==> src/hw/rtl/online_two_means_clustering_core_defines.svh <==
// Assertion macros for the two-means clustering core
`ifndef ONLINE_TWO_MEANS_CLUSTERING_CORE_DEFINES_SVH
`define ONLINE_TWO_MEANS_CLUSTERING_CORE_DEFINES_SVH

`ifndef ASSERT_OFF
// same-cycle implication, sampled on clk, off during reset
`define OTMC_ASSERT_IMP(lbl, ante, cons) \
  lbl: assert property (@(posedge clk) disable iff (!rst_n) (ante) |-> (cons)) \
    else $error("otmc: same-cycle check failed");
// next-cycle implication, sampled on clk, off during reset
`define OTMC_ASSERT_NXT(lbl, ante, cons) \
  lbl: assert property (@(posedge clk) disable iff (!rst_n) (ante) |=> (cons)) \
    else $error("otmc: next-cycle check failed");
`else
`define OTMC_ASSERT_IMP(lbl, ante, cons)
`define OTMC_ASSERT_NXT(lbl, ante, cons)
`endif

`endif

==> src/hw/rtl/otmc_pkg.sv <==
// Shared types and constants of the two-means clustering core
`default_nettype none

package otmc_pkg;

  // width of the member count field on the result channel
  localparam int MC_W = 8;

  // configuration register index width and indexes
  localparam int CFG_ADDR_W = 2;
  localparam logic [CFG_ADDR_W-1:0] REG_SEED0_X = 2'd0;
  localparam logic [CFG_ADDR_W-1:0] REG_SEED0_Y = 2'd1;
  localparam logic [CFG_ADDR_W-1:0] REG_SEED1_X = 2'd2;
  localparam logic [CFG_ADDR_W-1:0] REG_SEED1_Y = 2'd3;

  // controller states
  typedef enum logic [2:0] {
    ST_IDLE,
    ST_DIST,
    ST_UPD,
    ST_DSTART,
    ST_DIV,
    ST_EMIT
  } ctrl_state_t;

  // controller to datapath commands
  typedef struct packed {
    logic accept;
    logic start_set;
    logic classify;
    logic update;
    logic div_start;
    logic div_commit;
    logic emit;
  } ctrl_cmd_t;

  // datapath to controller status
  typedef struct packed {
    logic last;
    logic drop;
    logic div_done;
    logic div_busy;
  } dp_sts_t;

endpackage

`default_nettype wire

==> src/hw/rtl/otmc_if.sv <==
// Request and result channel interfaces of the two-means clustering core
`default_nettype none

interface otmc_in_if #(
  parameter int COORD_BITS = 16
) ();
  logic                         valid;
  logic                         ready;
  logic signed [COORD_BITS-1:0] point_x;
  logic signed [COORD_BITS-1:0] point_y;
  logic                         last;

  modport source (output valid, point_x, point_y, last, input ready);
  modport sink   (input valid, point_x, point_y, last, output ready);
endinterface

interface otmc_out_if #(
  parameter int COORD_BITS = 16
) ();
  logic                         valid;
  logic                         ready;
  logic                         cluster;
  logic signed [COORD_BITS-1:0] centroid_x;
  logic signed [COORD_BITS-1:0] centroid_y;
  logic [7:0]                   member_count;
  logic                         dropped;

  modport source (output valid, cluster, centroid_x, centroid_y, member_count, dropped,
                  input ready);
  modport sink   (input valid, cluster, centroid_x, centroid_y, member_count, dropped,
                  output ready);
endinterface

`default_nettype wire

==> src/hw/rtl/otmc_div.sv <==
// Radix-2 restoring divider, signed dividend by unsigned divisor, truncating
`default_nettype none

module otmc_div #(
  parameter int DVD_W = 24,
  parameter int DVS_W = 8
) (
  input  wire logic                    clk,
  input  wire logic                    rst_n,
  input  wire logic                    start,
  input  wire logic signed [DVD_W-1:0] dividend,
  input  wire logic        [DVS_W-1:0] divisor,
  output      logic                    busy,
  output      logic                    done,
  output      logic signed [DVD_W-1:0] quotient
);

  localparam int STEP_W = $clog2(DVD_W + 1);

  logic              busy_r, done_r, neg_r;
  logic [DVD_W-1:0]  mag_r;
  logic [DVS_W-1:0]  rem_r, dvs_r;
  logic [STEP_W-1:0] step_r;
  logic [DVS_W:0]    trial, diff;
  logic              fit;
  logic [DVD_W-1:0]  neg_dvd;

  // one quotient bit per cycle
  assign trial   = {rem_r, mag_r[DVD_W-1]};
  assign diff    = trial - {1'b0, dvs_r};
  assign fit     = trial >= {1'b0, dvs_r};
  assign neg_dvd = -dividend;

  // control: busy while the DVD_W quotient bits are formed, then a one-cycle done pulse
  always_ff @(posedge clk) begin
    if (!rst_n) begin
      busy_r <= 1'b0;
      done_r <= 1'b0;
      step_r <= '0;
    end else begin
      done_r <= 1'b0;
      if (start) begin
        busy_r <= 1'b1;
        step_r <= STEP_W'(DVD_W);
      end else if (busy_r) begin
        step_r <= step_r - 1'b1;
        if (step_r == STEP_W'(1)) begin
          busy_r <= 1'b0;
          done_r <= 1'b1;
        end
      end
    end
  end

  // datapath: magnitude shifts out at the top, quotient bits shift in at the bottom
  always_ff @(posedge clk) begin
    if (start) begin
      neg_r <= dividend[DVD_W-1];
      mag_r <= dividend[DVD_W-1] ? neg_dvd : dividend;
      rem_r <= '0;
      dvs_r <= divisor;
    end else if (busy_r) begin
      mag_r <= {mag_r[DVD_W-2:0], fit};
      rem_r <= fit ? diff[DVS_W-1:0] : trial[DVS_W-1:0];
    end
  end

  assign busy     = busy_r;
  assign done     = done_r;
  assign quotient = neg_r ? -mag_r : mag_r;

endmodule

`default_nettype wire

==> src/hw/rtl/otmc_ctrl.sv <==
// Sequencing controller of the two-means clustering core
`default_nettype none

module otmc_ctrl (
  input  wire logic                 clk,
  input  wire logic                 rst_n,
  input  wire logic                 in_valid,
  output      logic                 in_ready,
  input  wire logic                 out_ready,
  output      logic                 out_valid,
  input  wire otmc_pkg::dp_sts_t    sts,
  output      otmc_pkg::ctrl_cmd_t  cmd
);

  import otmc_pkg::*;

  ctrl_state_t state_r, state_nxt;
  logic        set_begins_r, set_begins_nxt;
  logic        out_valid_r, out_valid_nxt;
  logic        out_free;

  assign out_free = !out_valid_r || out_ready;

  // next state
  always_comb begin
    state_nxt = state_r;
    unique case (state_r)
      ST_IDLE:   if (in_valid) state_nxt = ST_DIST;
      ST_DIST:   state_nxt = ST_UPD;
      ST_UPD:    state_nxt = ST_DSTART;
      ST_DSTART: state_nxt = sts.drop ? ST_EMIT : ST_DIV;
      ST_DIV:    if (sts.div_done) state_nxt = ST_EMIT;
      ST_EMIT:   if (out_free) state_nxt = ST_IDLE;
      default:   state_nxt = ST_IDLE;
    endcase
  end

  // outputs and flag updates
  always_comb begin
    cmd            = '0;
    in_ready       = 1'b0;
    set_begins_nxt = set_begins_r;
    out_valid_nxt  = out_valid_r && !out_ready;
    unique case (state_r)
      ST_IDLE: begin
        in_ready = 1'b1;
        if (in_valid) begin
          cmd.accept     = 1'b1;
          cmd.start_set  = set_begins_r;
          set_begins_nxt = 1'b0;
        end
      end
      ST_DIST:   cmd.classify  = 1'b1;
      ST_UPD:    cmd.update    = 1'b1;
      ST_DSTART: cmd.div_start = !sts.drop;
      ST_DIV:    cmd.div_commit = sts.div_done;
      ST_EMIT: begin
        if (out_free) begin
          cmd.emit       = 1'b1;
          out_valid_nxt  = 1'b1;
          set_begins_nxt = sts.last;
        end
      end
      default: ;
    endcase
  end

  // hold state and flags
  always_ff @(posedge clk) begin
    if (!rst_n) begin
      state_r      <= ST_IDLE;
      set_begins_r <= 1'b1;
      out_valid_r  <= 1'b0;
    end else begin
      state_r      <= state_nxt;
      set_begins_r <= set_begins_nxt;
      out_valid_r  <= out_valid_nxt;
    end
  end

  assign out_valid = out_valid_r;

endmodule

`default_nettype wire

==> src/hw/rtl/otmc_datapath.sv <==
// Datapath of the two-means clustering core: seeds, cluster state, distance, dividers
`default_nettype none

module otmc_datapath #(
  parameter int MAX_MEMBERS = 128,
  parameter int COORD_BITS  = 16
) (
  input  wire logic                                  clk,
  input  wire logic                                  rst_n,
  input  wire logic                                  cfg_we,
  input  wire logic [otmc_pkg::CFG_ADDR_W-1:0]       cfg_addr,
  input  wire logic [COORD_BITS-1:0]                 cfg_wdata,
  input  wire logic signed [COORD_BITS-1:0]          point_x,
  input  wire logic signed [COORD_BITS-1:0]          point_y,
  input  wire logic                                  last,
  input  wire otmc_pkg::ctrl_cmd_t                   cmd,
  output      otmc_pkg::dp_sts_t                     sts,
  output      logic                                  out_cluster,
  output      logic signed [COORD_BITS-1:0]          out_centroid_x,
  output      logic signed [COORD_BITS-1:0]          out_centroid_y,
  output      logic [otmc_pkg::MC_W-1:0]             out_member_count,
  output      logic                                  out_dropped
);

  import otmc_pkg::*;

  localparam int CNT_W  = $clog2(MAX_MEMBERS + 1);
  localparam int SUM_W  = COORD_BITS + CNT_W;
  localparam int DIST_W = COORD_BITS + 1;

  logic signed [COORD_BITS-1:0] seed_r [4];
  logic signed [COORD_BITS-1:0] px_r, py_r;
  logic                         last_r;
  logic signed [COORD_BITS-1:0] cx_r [2];
  logic signed [COORD_BITS-1:0] cy_r [2];
  logic signed [SUM_W-1:0]      sx_r [2];
  logic signed [SUM_W-1:0]      sy_r [2];
  logic [CNT_W-1:0]             cnt_r [2];
  logic                         c_r, drop_r, full;
  logic [DIST_W-1:0]            d0, d1;
  logic                         busy_x, busy_y, done_x, done_y;
  logic signed [SUM_W-1:0]      qx, qy;

  function automatic logic [COORD_BITS-1:0] abs_diff(
    input logic signed [COORD_BITS-1:0] a,
    input logic signed [COORD_BITS-1:0] b
  );
    logic [COORD_BITS:0] d;
    logic [COORD_BITS:0] nd;
    d  = {a[COORD_BITS-1], a} - {b[COORD_BITS-1], b};
    nd = -d;
    return d[COORD_BITS] ? nd[COORD_BITS-1:0] : d[COORD_BITS-1:0];
  endfunction

  // seed registers
  always_ff @(posedge clk) begin
    if (!rst_n) begin
      for (int i = 0; i < 4; i++) seed_r[i] <= '0;
    end else if (cfg_we) begin
      seed_r[cfg_addr] <= cfg_wdata;
    end
  end

  // Manhattan distance to both centroids
  assign d0 = {1'b0, abs_diff(px_r, cx_r[0])} + {1'b0, abs_diff(py_r, cy_r[0])};
  assign d1 = {1'b0, abs_diff(px_r, cx_r[1])} + {1'b0, abs_diff(py_r, cy_r[1])};

  assign full = cnt_r[c_r] >= CNT_W'(MAX_MEMBERS);

  // request capture, cluster choice and drop flag
  always_ff @(posedge clk) begin
    if (cmd.accept) begin
      px_r   <= point_x;
      py_r   <= point_y;
      last_r <= last;
    end
    if (cmd.classify) c_r <= (d0 < d1) ? 1'b0 : 1'b1;
    if (cmd.update) drop_r <= full;
  end

  // cluster state: reload at set start, accumulate, commit means
  always_ff @(posedge clk) begin
    if (cmd.start_set) begin
      cx_r[0] <= seed_r[REG_SEED0_X];
      cy_r[0] <= seed_r[REG_SEED0_Y];
      cx_r[1] <= seed_r[REG_SEED1_X];
      cy_r[1] <= seed_r[REG_SEED1_Y];
      for (int k = 0; k < 2; k++) begin
        sx_r[k]  <= '0;
        sy_r[k]  <= '0;
        cnt_r[k] <= '0;
      end
    end else if (cmd.update && !full) begin
      sx_r[c_r]  <= sx_r[c_r] + {{CNT_W{px_r[COORD_BITS-1]}}, px_r};
      sy_r[c_r]  <= sy_r[c_r] + {{CNT_W{py_r[COORD_BITS-1]}}, py_r};
      cnt_r[c_r] <= cnt_r[c_r] + 1'b1;
    end else if (cmd.div_commit) begin
      cx_r[c_r] <= qx[COORD_BITS-1:0];
      cy_r[c_r] <= qy[COORD_BITS-1:0];
    end
  end

  // mean of x and y, one divider per coordinate
  otmc_div #(.DVD_W(SUM_W), .DVS_W(CNT_W)) u_div_x (
    .clk      (clk),
    .rst_n    (rst_n),
    .start    (cmd.div_start),
    .dividend (sx_r[c_r]),
    .divisor  (cnt_r[c_r]),
    .busy     (busy_x),
    .done     (done_x),
    .quotient (qx)
  );

  otmc_div #(.DVD_W(SUM_W), .DVS_W(CNT_W)) u_div_y (
    .clk      (clk),
    .rst_n    (rst_n),
    .start    (cmd.div_start),
    .dividend (sy_r[c_r]),
    .divisor  (cnt_r[c_r]),
    .busy     (busy_y),
    .done     (done_y),
    .quotient (qy)
  );

  // result register
  always_ff @(posedge clk) begin
    if (cmd.emit) begin
      out_cluster      <= c_r;
      out_centroid_x   <= cx_r[c_r];
      out_centroid_y   <= cy_r[c_r];
      out_member_count <= MC_W'(cnt_r[c_r]);
      out_dropped      <= drop_r;
    end
  end

  assign sts.last     = last_r;
  assign sts.drop     = drop_r;
  assign sts.div_done = done_x & done_y;
  assign sts.div_busy = busy_x | busy_y;

endmodule

`default_nettype wire

==> src/hw/rtl/online_two_means_clustering_core.sv <==
// Top level of the online two-means clustering core
//
// Requests arrive on in_if (point_x, point_y, last) with valid/ready; each
// request yields exactly one result on out_if (cluster, centroid_x,
// centroid_y, member_count, dropped). Seeds are written through cfg_we,
// cfg_addr and cfg_wdata; the user must do so only while the core is idle,
// as the core does not enforce it. They take effect at the next set start.
// One request is worked at a time. The radix-2 dividers form one quotient
// bit per cycle over the accumulator width, with the x and y means computed
// side by side; a dropped point skips the division. The result appears in
// the same cycle that in_if.ready returns.
// Results sit in an output register; a new request is accepted while it
// waits, and that request then holds in its last step until the receiver
// takes the old result. Reset clears the seeds to zero and marks the next
// request as the start of a set.
`default_nettype none
`include "online_two_means_clustering_core_defines.svh"

module online_two_means_clustering_core #(
  parameter int MAX_MEMBERS = 128,
  parameter int COORD_BITS  = 16
) (
  input  wire logic                            clk,
  input  wire logic                            rst_n,
  otmc_in_if.sink                              in_if,
  otmc_out_if.source                           out_if,
  input  wire logic                            cfg_we,
  input  wire logic [otmc_pkg::CFG_ADDR_W-1:0] cfg_addr,
  input  wire logic [COORD_BITS-1:0]           cfg_wdata
);

  import otmc_pkg::*;

  ctrl_cmd_t cmd;
  dp_sts_t   sts;
  logic      in_ready;
  logic      out_valid;

  // sequencing
  otmc_ctrl u_ctrl (
    .clk       (clk),
    .rst_n     (rst_n),
    .in_valid  (in_if.valid),
    .in_ready  (in_ready),
    .out_ready (out_if.ready),
    .out_valid (out_valid),
    .sts       (sts),
    .cmd       (cmd)
  );

  // arithmetic and state
  otmc_datapath #(
    .MAX_MEMBERS (MAX_MEMBERS),
    .COORD_BITS  (COORD_BITS)
  ) u_dp (
    .clk              (clk),
    .rst_n            (rst_n),
    .cfg_we           (cfg_we),
    .cfg_addr         (cfg_addr),
    .cfg_wdata        (cfg_wdata),
    .point_x          (in_if.point_x),
    .point_y          (in_if.point_y),
    .last             (in_if.last),
    .cmd              (cmd),
    .sts              (sts),
    .out_cluster      (out_if.cluster),
    .out_centroid_x   (out_if.centroid_x),
    .out_centroid_y   (out_if.centroid_y),
    .out_member_count (out_if.member_count),
    .out_dropped      (out_if.dropped)
  );

  assign in_if.ready  = in_ready;
  assign out_if.valid = out_valid;

  // no new request while a division is running
  `OTMC_ASSERT_IMP(a_ready_not_dividing, in_ready, !sts.div_busy)
  // a result is loaded only into a free output register
  `OTMC_ASSERT_IMP(a_emit_into_free, cmd.emit, !out_valid || out_if.ready)
  // one request in work at a time
  `OTMC_ASSERT_NXT(a_single_request, cmd.accept, !in_ready)

endmodule

`default_nettype wire

==> src/flat_wrapper.sv <==
// flat-port wrapper written by rule: the top's interface ports become plain ports
module online_two_means_clustering_core_flat import otmc_pkg::*;
#(
  parameter int MAX_MEMBERS = 128,
  parameter int COORD_BITS  = 16
)
  (clk, rst_n, cfg_we, cfg_addr, cfg_wdata, in_if_valid, in_if_point_x, in_if_point_y, in_if_last, in_if_ready, out_if_valid, out_if_cluster, out_if_centroid_x, out_if_centroid_y, out_if_member_count, out_if_dropped, out_if_ready);
  otmc_in_if #(.COORD_BITS(COORD_BITS)) in_if_i ();
  otmc_out_if #(.COORD_BITS(COORD_BITS)) out_if_i ();
  input  wire logic clk;
  input  wire logic rst_n;
  input  wire logic cfg_we;
  input  wire logic [otmc_pkg::CFG_ADDR_W-1:0] cfg_addr;
  input  wire logic [COORD_BITS-1:0] cfg_wdata;
  input wire logic [$bits(in_if_i.valid)-1:0] in_if_valid;
  input wire logic [$bits(in_if_i.point_x)-1:0] in_if_point_x;
  input wire logic [$bits(in_if_i.point_y)-1:0] in_if_point_y;
  input wire logic [$bits(in_if_i.last)-1:0] in_if_last;
  output wire logic [$bits(in_if_i.ready)-1:0] in_if_ready;
  output wire logic [$bits(out_if_i.valid)-1:0] out_if_valid;
  output wire logic [$bits(out_if_i.cluster)-1:0] out_if_cluster;
  output wire logic [$bits(out_if_i.centroid_x)-1:0] out_if_centroid_x;
  output wire logic [$bits(out_if_i.centroid_y)-1:0] out_if_centroid_y;
  output wire logic [$bits(out_if_i.member_count)-1:0] out_if_member_count;
  output wire logic [$bits(out_if_i.dropped)-1:0] out_if_dropped;
  input wire logic [$bits(out_if_i.ready)-1:0] out_if_ready;
  assign in_if_i.valid = in_if_valid;
  assign in_if_i.point_x = in_if_point_x;
  assign in_if_i.point_y = in_if_point_y;
  assign in_if_i.last = in_if_last;
  assign in_if_ready = in_if_i.ready;
  assign out_if_valid = out_if_i.valid;
  assign out_if_cluster = out_if_i.cluster;
  assign out_if_centroid_x = out_if_i.centroid_x;
  assign out_if_centroid_y = out_if_i.centroid_y;
  assign out_if_member_count = out_if_i.member_count;
  assign out_if_dropped = out_if_i.dropped;
  assign out_if_i.ready = out_if_ready;
  online_two_means_clustering_core #(.MAX_MEMBERS(MAX_MEMBERS), .COORD_BITS(COORD_BITS)) u_core (.clk(clk), .rst_n(rst_n), .in_if(in_if_i), .out_if(out_if_i), .cfg_we(cfg_we), .cfg_addr(cfg_addr), .cfg_wdata(cfg_wdata));
endmodule
==> config.mk <==
export PLATFORM = sky130hd
export DESIGN_NAME = online_two_means_clustering_core_flat
export DESIGN_NICKNAME = d
export VERILOG_FILES = /design/src/hw/rtl/otmc_pkg.sv /design/src/hw/rtl/otmc_if.sv /design/src/hw/rtl/otmc_div.sv /design/src/hw/rtl/otmc_ctrl.sv /design/src/hw/rtl/otmc_datapath.sv /design/src/hw/rtl/online_two_means_clustering_core.sv /design/src/flat_wrapper.sv
export VERILOG_INCLUDE_DIRS = /design/src /design/src/hw/rtl
export SDC_FILE = /design/constraint.sdc
export NUM_CORES = 1
export LEC_CHECK = 0
export ABC_AREA = 0
export BUFFER_PORTS_ARGS = -buffer_cell sky130_fd_sc_hd__buf_2
export CORE_MARGIN = 3
export CORE_UTILIZATION = 40
export DETAILED_ROUTE_END_ITERATION = 8
export PLACE_DENSITY_LB_ADDON = 0.12
export SKIP_CTS_REPAIR_TIMING = 1
export SLEW_MARGIN = 20
export SYNTH_ARGS = -nofsm -noshare
export SYNTH_HDL_FRONTEND = slang
export SYNTH_HIERARCHICAL = 1
export SYNTH_SLANG_ARGS = --single-unit
==> constraint.sdc <==
create_clock -name clk -period 7.36 [get_ports clk]
set_clock_uncertainty 0.15 [all_clocks]
set_input_delay 0.368 -clock clk [delete_from_list [all_inputs] [get_ports clk]]
set_output_delay 0.368 -clock clk [all_outputs]
set_load 0.02 [all_outputs]
# == After elaboration in Yosys (flattened, before gate mapping) ==
# Memory sizes are Yosys's and may differ from the RTL's. A register that Yosys moved wholly into a read port is not among the register bits.
# Cells that the tools add are included.
# totals
inputBits,56
mem_bits_rw,240
elab_cells,173
output_inout_bits,44
n_memories,6
ff_bits,138
# mem_list
name,depth,word_bits,rd,rd_clocked_by_memory_dff,wr,line,text
u_core.u_dp.seed_r,4,16,4,0,4,otmc_datapath.sv:31,logic signed [COORD_BITS-1:0] seed_r [4];
u_core.u_dp.sx_r,2,24,1,1,2,otmc_datapath.sv:36,logic signed [SUM_W-1:0] sx_r [2];
u_core.u_dp.sy_r,2,24,1,1,2,otmc_datapath.sv:37,logic signed [SUM_W-1:0] sy_r [2];
u_core.u_dp.cx_r,2,16,3,1,2,otmc_datapath.sv:34,logic signed [COORD_BITS-1:0] cx_r [2];
u_core.u_dp.cy_r,2,16,3,1,2,otmc_datapath.sv:35,logic signed [COORD_BITS-1:0] cy_r [2];
u_core.u_dp.cnt_r,2,8,1,1,2,otmc_datapath.sv:38,logic [CNT_W-1:0] cnt_r [2];
# op_classes
addsub,21
n_eq_ne,10
mux,80
magnitude_cmp,4
reduce_logical,22
bitwise_logic,4
# op_table
op,count
$mux 24,8
$mux 16,9
$neg 16->16,6
$sub 16x16->17,4
$add 24x24->24,2
$mux 1,48
$neg 24->24,2
$reduce_or 16->1,3
$reduce_or 24->1,2
$add 16x16->17,2
$mux 8,3
$mux 5,4
$ge 9x8->1,2
$pmux 3 s6,1
$lt 17x17->1,1
$sub 8x8->8,2
$eq 5x1->1 const B,2
$sub 5x1->5 const B,2
$mux 3,3
$add 8x1->8 const B,1
$ge 8x8->1 const B,1
$reduce_or 8->1,1
$eq 3x2->1 const B,2
$eq 3x3->1 const B,2
14 further kinds,28

# == Depth between registers and ports, before layout ==
# Gate-level depths: netlist of run 1.
# logic_depth
depth_word,8
depth_mapped,30
ltp_nobuf,29

# == Modules after synthesis ==
# The synthesis of run 1 kept the hierarchy.
# by_module_without_submodules
module,area_each_um2,n_inst,seq_area_each_um2,cells_each
otmc_datapath,21279.2,1,9539.1,2010
otmc_div,3249.4,2,1291.2,356
otmc_ctrl,336.6,1,100.1,38

# == Worst setup path before layout of run 1 ==
# Ideal clock, no wire load.
# synth_timing
path_kind,reg2reg
start,register u_core.u_dp.py_r[0]
end,"register u_core.u_dp.c_r, data pin"
path_buffers,1
period_less_slack_ns,5.785
arrival_ns,5.376
slack_ns,1.575
path_stages_with_launch,29
required_time_ns,6.951
setup_ns,0.259
cell_sequence,edfxtp_1 inv_1 ha_1 fa_1 nor2b_1 o21a_1 o31a_1 o211ai_1 and3b_1 o31ai_1 nand2_1 buf_1 o21ai_0 ha_1 a21o_1 a21oi_1 o21bai_1 a211o_1 a31oi_1 a21oi_1 a211o_1 a21oi_1 xor2_1 ha_1 nand4_1 a21oi_1 a21boi_0 a41oi_1 nand2_1
# synth_between
elab_chain_cells,6
word_cells_on_any_way,10
cone_classes,6 x add/sub; 1 x order compare; 3 x mux
# synth_lines
item,line,text
start: declaration,otmc_datapath.sv:32,"logic signed [COORD_BITS-1:0] px_r, py_r;"
start signal: assignment,otmc_datapath.sv:74,py_r <= point_y;
$sub 16x16->17,otmc_datapath.sv:50,"d = {a[COORD_BITS-1], a} - {b[COORD_BITS-1], b};"
$neg 16->16,otmc_datapath.sv:51,nd = -d;
$mux 16,otmc_datapath.sv:52,return d[COORD_BITS] ? nd[COORD_BITS-1:0] : d[COORD_BITS-1:0];
$add 16x16->17 (on tied branches),"otmc_datapath.sv:65, otmc_datapath.sv:66",
$lt 17x17->1 (*),otmc_datapath.sv:77,if (cmd.classify) c_r <= (d0 < d1) ? 1'b0 : 1'b1;
$mux 1 (*),otmc_datapath.sv:77,
end signal: assignment,otmc_datapath.sv:77,
end: declaration,otmc_datapath.sv:39,"logic c_r, drop_r, full;"
# Mark *: on every way between the ends. The rest lies on a longest branch, timed or not.
# A chain may end at the register's enable or synchronous reset.

==> results.toml, run 1 <==
[global_route]
grt_pass1_wl_um = 120100
grt_antenna_before_repair = 9
grt.overflow.total = 0
grt_start_max_net_pins = 71
grt_usage_pct = 21.29
first_global_vias = 20240

[timing]
drv_slew = 0
finalCritPeriodShare_pct = 89.58
timing.fmax_mhz = 151.7
slew_headroom_pct = 27.21
tightest_slew_ps = 1092
setup_tns_ps = 0
finalSetupViolations = 0
hold_violations = 0
rsz0062_at_grt = "false"
post-route-min-period_ps = 6593

[flow_run]
maxCapViolations = 0

[die]
fp.dieH_um = 269.5
start_util_pct = 40.84
core_area_um2 = 67990
fp.dieArea_um2 = 72620
die_w_um = 269.5
num_rows = 95
io_pins = 100

[yosys]
synthCells = 2719
synth_area_um2 = 27770
yosysWarnings = 6
syn-num-nets = 2972
avgSynthCellArea_um2 = 10.21

[place]
gp_congestion = 0.8886
numPortBuffers = 99
place_hpwl_um = 59250
dp.cells = 3676

[final_layout]
nFillCells = 6458
drive_above_1_share_pct = 13.12
multiInputGateArea_um2 = 14600
layout_commonest_cell = "edfxtp_1"
seqCellArea_um2 = 12220
finalNetCount = 3095
stdcell_count = 3805
final_cell_mix = "edfxtp_1 (383), nor2_1 (273), ha_1 (187)"
area_growth_pct = 12.99

[drt]
postRouteAntennaNets = 0
wl_per_cell_um = 20.93
drc = 0
finalWirelength_um = 79640
viasPerCell = 5.535
via_count = 21060
dr.first_iter.drc_count = 1676
drtPass1Iterations = 5

[clock_tree]
htreeDepth = 2
cts_root_buffer = "clkbuf_16"
clock-sinks = 419
clk_latency_ps = 600
cts_buffer_depth = 3
path_clk_slew_ps = 60
cts_tree = "built"
numCtsBuffers = 49

[min_path]
min_from = "in_if_valid"
hold_depth = 3
holdPathEnd = "u_core/u_ctrl/state_r[0]$_SDFFE_PN0P_"
hold_path_class = "input port to flop"

[status]
status = "complete, no violations"

[worst_setup_path]
cp-start-kind = "flop"
criticalPathCategory = "flop to flop"
path_max_fanout = 6
crit_path_end_kind = "flop"
worst-r2r-cell-count = 26
reg2reg_slack_ps = 770
crit_required_ps = 7560
slowest_delay_ps = 530
cpMostUsedCell = "a21oi_1"
cp_slowest_cell = "o21ai_0"
crit_arrival_ps = 6790
reg2reg_from = "u_core/u_dp/cx_r[0][0]$_DFFE_PP_"
r2r_end = "u_core/u_dp/c_r$_DFFE_PP_"

[pwr]
powerDensity_nw_per_um2 = 439.5
irDropWorstVdd_mv = 0.3074
total_leakage_power_nw = 12.30
## cell type report
class                      count  share of cell area (%)
timing repair buffer         162                   3.374
clock buffer                  61                   4.147
tap                          921                   3.673
antenna                        2                 0.01595
inverter                     167                   1.998
sequential                   419                   38.96
multi-input combinational   2043                   46.54
clock inverter                30                   1.300
## metal layers
layer	global-route usage (%)	share of wire (%)	vias to the layer above
met5	0	0.046	-
met4	7.237	3.4	6
met3	3.138	5.7	127
met2	32.76	44	565
met1	30.68	47	10170
li1	-	-	10190
## flip-flops by register name (all words and copies together), names as in the netlist, 5 cells and up, named ones only
register,cells
u_core/u_dp/u_div_y/step_r,5
u_core/u_dp/sy_r,48
u_core/u_dp/cnt_r,16
u_core/u_dp/out_member_count,8
u_core/u_dp/cx_r,32
u_core/u_dp/sx_r,48
u_core/u_dp/u_div_y/dvs_r,8
u_core/u_dp/u_div_x/rem_r,8
u_core/u_dp/u_div_y/mag_r,24
u_core/u_dp/out_centroid_y,16
u_core/u_dp/py_r,16
u_core/u_dp/cy_r,32
u_core/u_dp/u_div_x/dvs_r,8
u_core/u_dp/u_div_x/mag_r,24
u_core/u_dp/u_div_x/step_r,5
u_core/u_dp/seed_r,64
u_core/u_dp/px_r,16
u_core/u_dp/out_centroid_x,16
u_core/u_dp/u_div_y/rem_r,8
## worst max-delay path: cells and delay by family, from the launching register on
| kind | cells | cell delay, ps |
|---|---|---|
| AOI/OAI and AO/OA | 17 | 3840 |
| xor gates and xnor gates | 1 | 150 |
| adders and majority gates | 4 | 1280 |
| DFF | 1 | 390 |
| and+or+nand+nor | 4 | 490 |
## how the worst max path moves through the flow
stage                                          start                        end  slack, ps  cells after the start
global route        u_core/u_dp/cx_r[0][0]$_DFFE_PP_  u_core/u_dp/c_r$_DFFE_PP_         70                     26
detailed placement  u_core/u_dp/cx_r[0][0]$_DFFE_PP_  u_core/u_dp/c_r$_DFFE_PP_        720                     26
CTS                 u_core/u_dp/cx_r[0][0]$_DFFE_PP_  u_core/u_dp/c_r$_DFFE_PP_        700                     26
finish              u_core/u_dp/cx_r[0][0]$_DFFE_PP_  u_core/u_dp/c_r$_DFFE_PP_        770                     26
global placement       u_core/u_dp/py_r[0]$_DFFE_PP_  u_core/u_dp/c_r$_DFFE_PP_        900                     27
floorplan              u_core/u_dp/py_r[0]$_DFFE_PP_  u_core/u_dp/c_r$_DFFE_PP_       1570                     28
## power by group
group	internal (mW)	switching, mW	total [mW]
logic	3.22	4.69	7.91
clock network	1.60	1.02	2.62
registers	3.07	0.194	3.26
total	7.89	5.90	13.8
## metrics by stage
| step | instance area, um^2 | power, mW | hold slack (ps) | setup slack, ps | util, % |
|---|---|---|---|---|---|
| 6_report | 31380 | 13.79 | 19.10 | 766.7 | 46.15 |
| 5_1_grt | 31370 | 14.95 | 8.254 | 71.37 | 46.14 |
| 4_1_cts | 31010 | 13.86 | -250.5 | 697.2 | 45.61 |
| 3_5_place_dp | 29300 | 11.14 | 320.5 | 722.6 | 43.10 |
| 3_3_place_gp | 29300 | 11.00 | 299.2 | 902.3 | 43.10 |
| 2_1_floorplan | 27770 | 9.200 | 274.4 | 1575 | - |
Power figures use the tool's default switching activity.
==> run 2, diff against run 1 <==
ABC_AREA = 1   (was 0)
==> run 2 against run 1 <==
Compared with the run above:
- fmax rose by 21%
- utilization decreased by 0.62 points
- worst hold slack improved by 5.3 ps
- die area increased by 4.6%
- largest cell class unchanged
==> results.toml, run 2 <==
[die]
fp.dieH_um = 275.6
num_rows = 98
fp.dieArea_um2 = 75940
core_area_um2 = 71730
io_pins = 100
start_util_pct = 40.53
die_w_um = 275.6

[timing]
slew_headroom_pct = 30.40
rsz0062_at_grt = "false"
finalCritPeriodShare_pct = 74.27
drv_slew = 0
finalSetupViolations = 0
setup_tns_ps = 0
setup_ws_ps = 1894
hold_violations = 0
tightest_slew_ps = 1038
timing.fmax_mhz = 182.9
post-route-min-period_ps = 5466

[status]
status = "complete, no violations"

[global_route]
grt_antenna_before_repair = 10
met3_usage_pct = 3.468
first_global_vias = 22700
met2_usage_pct = 35.87
grt_pass1_wl_um = 131500
top_usage_layer = "met2"
globalRouteMet1Util_pct = 32.38
grt_start_max_net_pins = 66
grt.overflow.total = 0
grt_usage_pct = 22.65

[worst_setup_path]
crit_required_ps = 7720
cp_slowest_cell = "o311ai_0"
criticalPathCategory = "flop to flop"
cp_top_family = "simple AND/OR/NAND/NOR gates"
slowest_delay_ps = 450
crit_path_end_kind = "flop"
crit_arrival_ps = 5830
reg2reg_slack_ps = 1890
path_max_fanout = 16
cp-start-kind = "flop"
critPathBufInv = 4
cpMostUsedCell = "nand2_1"

[drt]
wl_per_cell_um = 17.97
drc = 0
dr.first_iter.drc_count = 1692
finalWirelength_um = 86550
viasPerCell = 5.066
postRouteAntennaNets = 0
via_count = 24410
drtPass1Iterations = 5

[place]
place_ws_ps = 1908
gp_congestion = 0.8836
place_hpwl_um = 66830
numPortBuffers = 99
place_area_um2 = 30590

[clock_tree]
cts_root_buffer = "clkbuf_16"
clock-sinks = 419
cts_buffer_depth = 3
cts_tree = "built"
numCtsBuffers = 51
htreeDepth = 2
path_clk_slew_ps = 60
clk_latency_ps = 610

[yosys]
synth_area_um2 = 29070
synthCells = 3691
avgSynthCellArea_um2 = 7.876
syn-num-nets = 3944
yosysWarnings = 6

[final_layout]
final_area_um2 = 32660
final_cell_mix = "nand2_1 (1012), inv_1 (515), nor2_1 (383), edfxtp_1 (383), nand3_1 (238)"
largest-register = "u_core/u_dp/seed_r"
finalNetCount = 4074
drive_above_1_share_pct = 8.540
top_regs = "u_core/u_dp/seed_r: 64 flops, u_core/u_dp/sx_r: 48 flops, u_core/u_dp/sy_r: 48 flops"
area_growth_pct = 12.34
largest_reg_flops = 64
layout_commonest_cell = "nand2_1"

[min_path]
hold_path_class = "input port to flop"

[flow_run]
maxCapViolations = 0
## run 2: worst reg2reg max path, delay by kind of cell, from the launching register on
family	cells	cell delay [ps]
adder cells (fa/ha/maj)	4	1270
AND/OR/NAND/NOR	16	1630
buffers and inverters	4	280
XOR/XNOR	2	310
AO/OA/AOI/OAI	7	1360
flip-flops	1	400
## run 2: path summary, 6_finish.rpt
path / cells past startpoint / to / from
max: 33 / flop / u_core/u_dp/cx_r[0][0]$_DFFE_PP_
min: 3 / u_core/u_dp/seed_r[3][2]$_DFFE_PP_ / cfg_wdata[2]
max reg2reg: 33 / flop / u_core/u_dp/cx_r[0][0]$_DFFE_PP_
min reg2reg: 2 / u_core/u_ctrl/set_begins_r$_SDFFE_PN1P_ / u_core/u_ctrl/set_begins_r$_SDFFE_PN1P_
## run 2: metal layers
metal / up-vias / wire length (um)
li1: 12360 / -
met1: 11380 / 41420
met2: 543 / 38370
met3: 116 / 4453
met4: 10 / 2265
met5: - / 49
## run 2: cell type report
cell class | count | area [um^2]
clock buffers | 68 | 1431
well taps | 950 | 1189
clock inverters | 28 | 267.8
fillers | 7305 | 39080
diodes | 3 | 7.507
repair buffers | 156 | 1013
multi-input cells | 2663 | 14530
flip-flops and latches | 419 | 12220
inverters | 530 | 1991
## run 2: stage by stage
stage,util (%),std cells,hold WS [ps]
CTS,45.01,4778,-258.1
global placement,42.64,4682,293.8
detailed placement,42.64,4682,297.7
finish,45.53,4817,24.41
floorplan,-,3691,268.2
global route,45.52,4815,40.12
Power of run 2 is not shown: default switching activity piles up to over one toggle a cycle in this logic, so the estimate is an artifact.
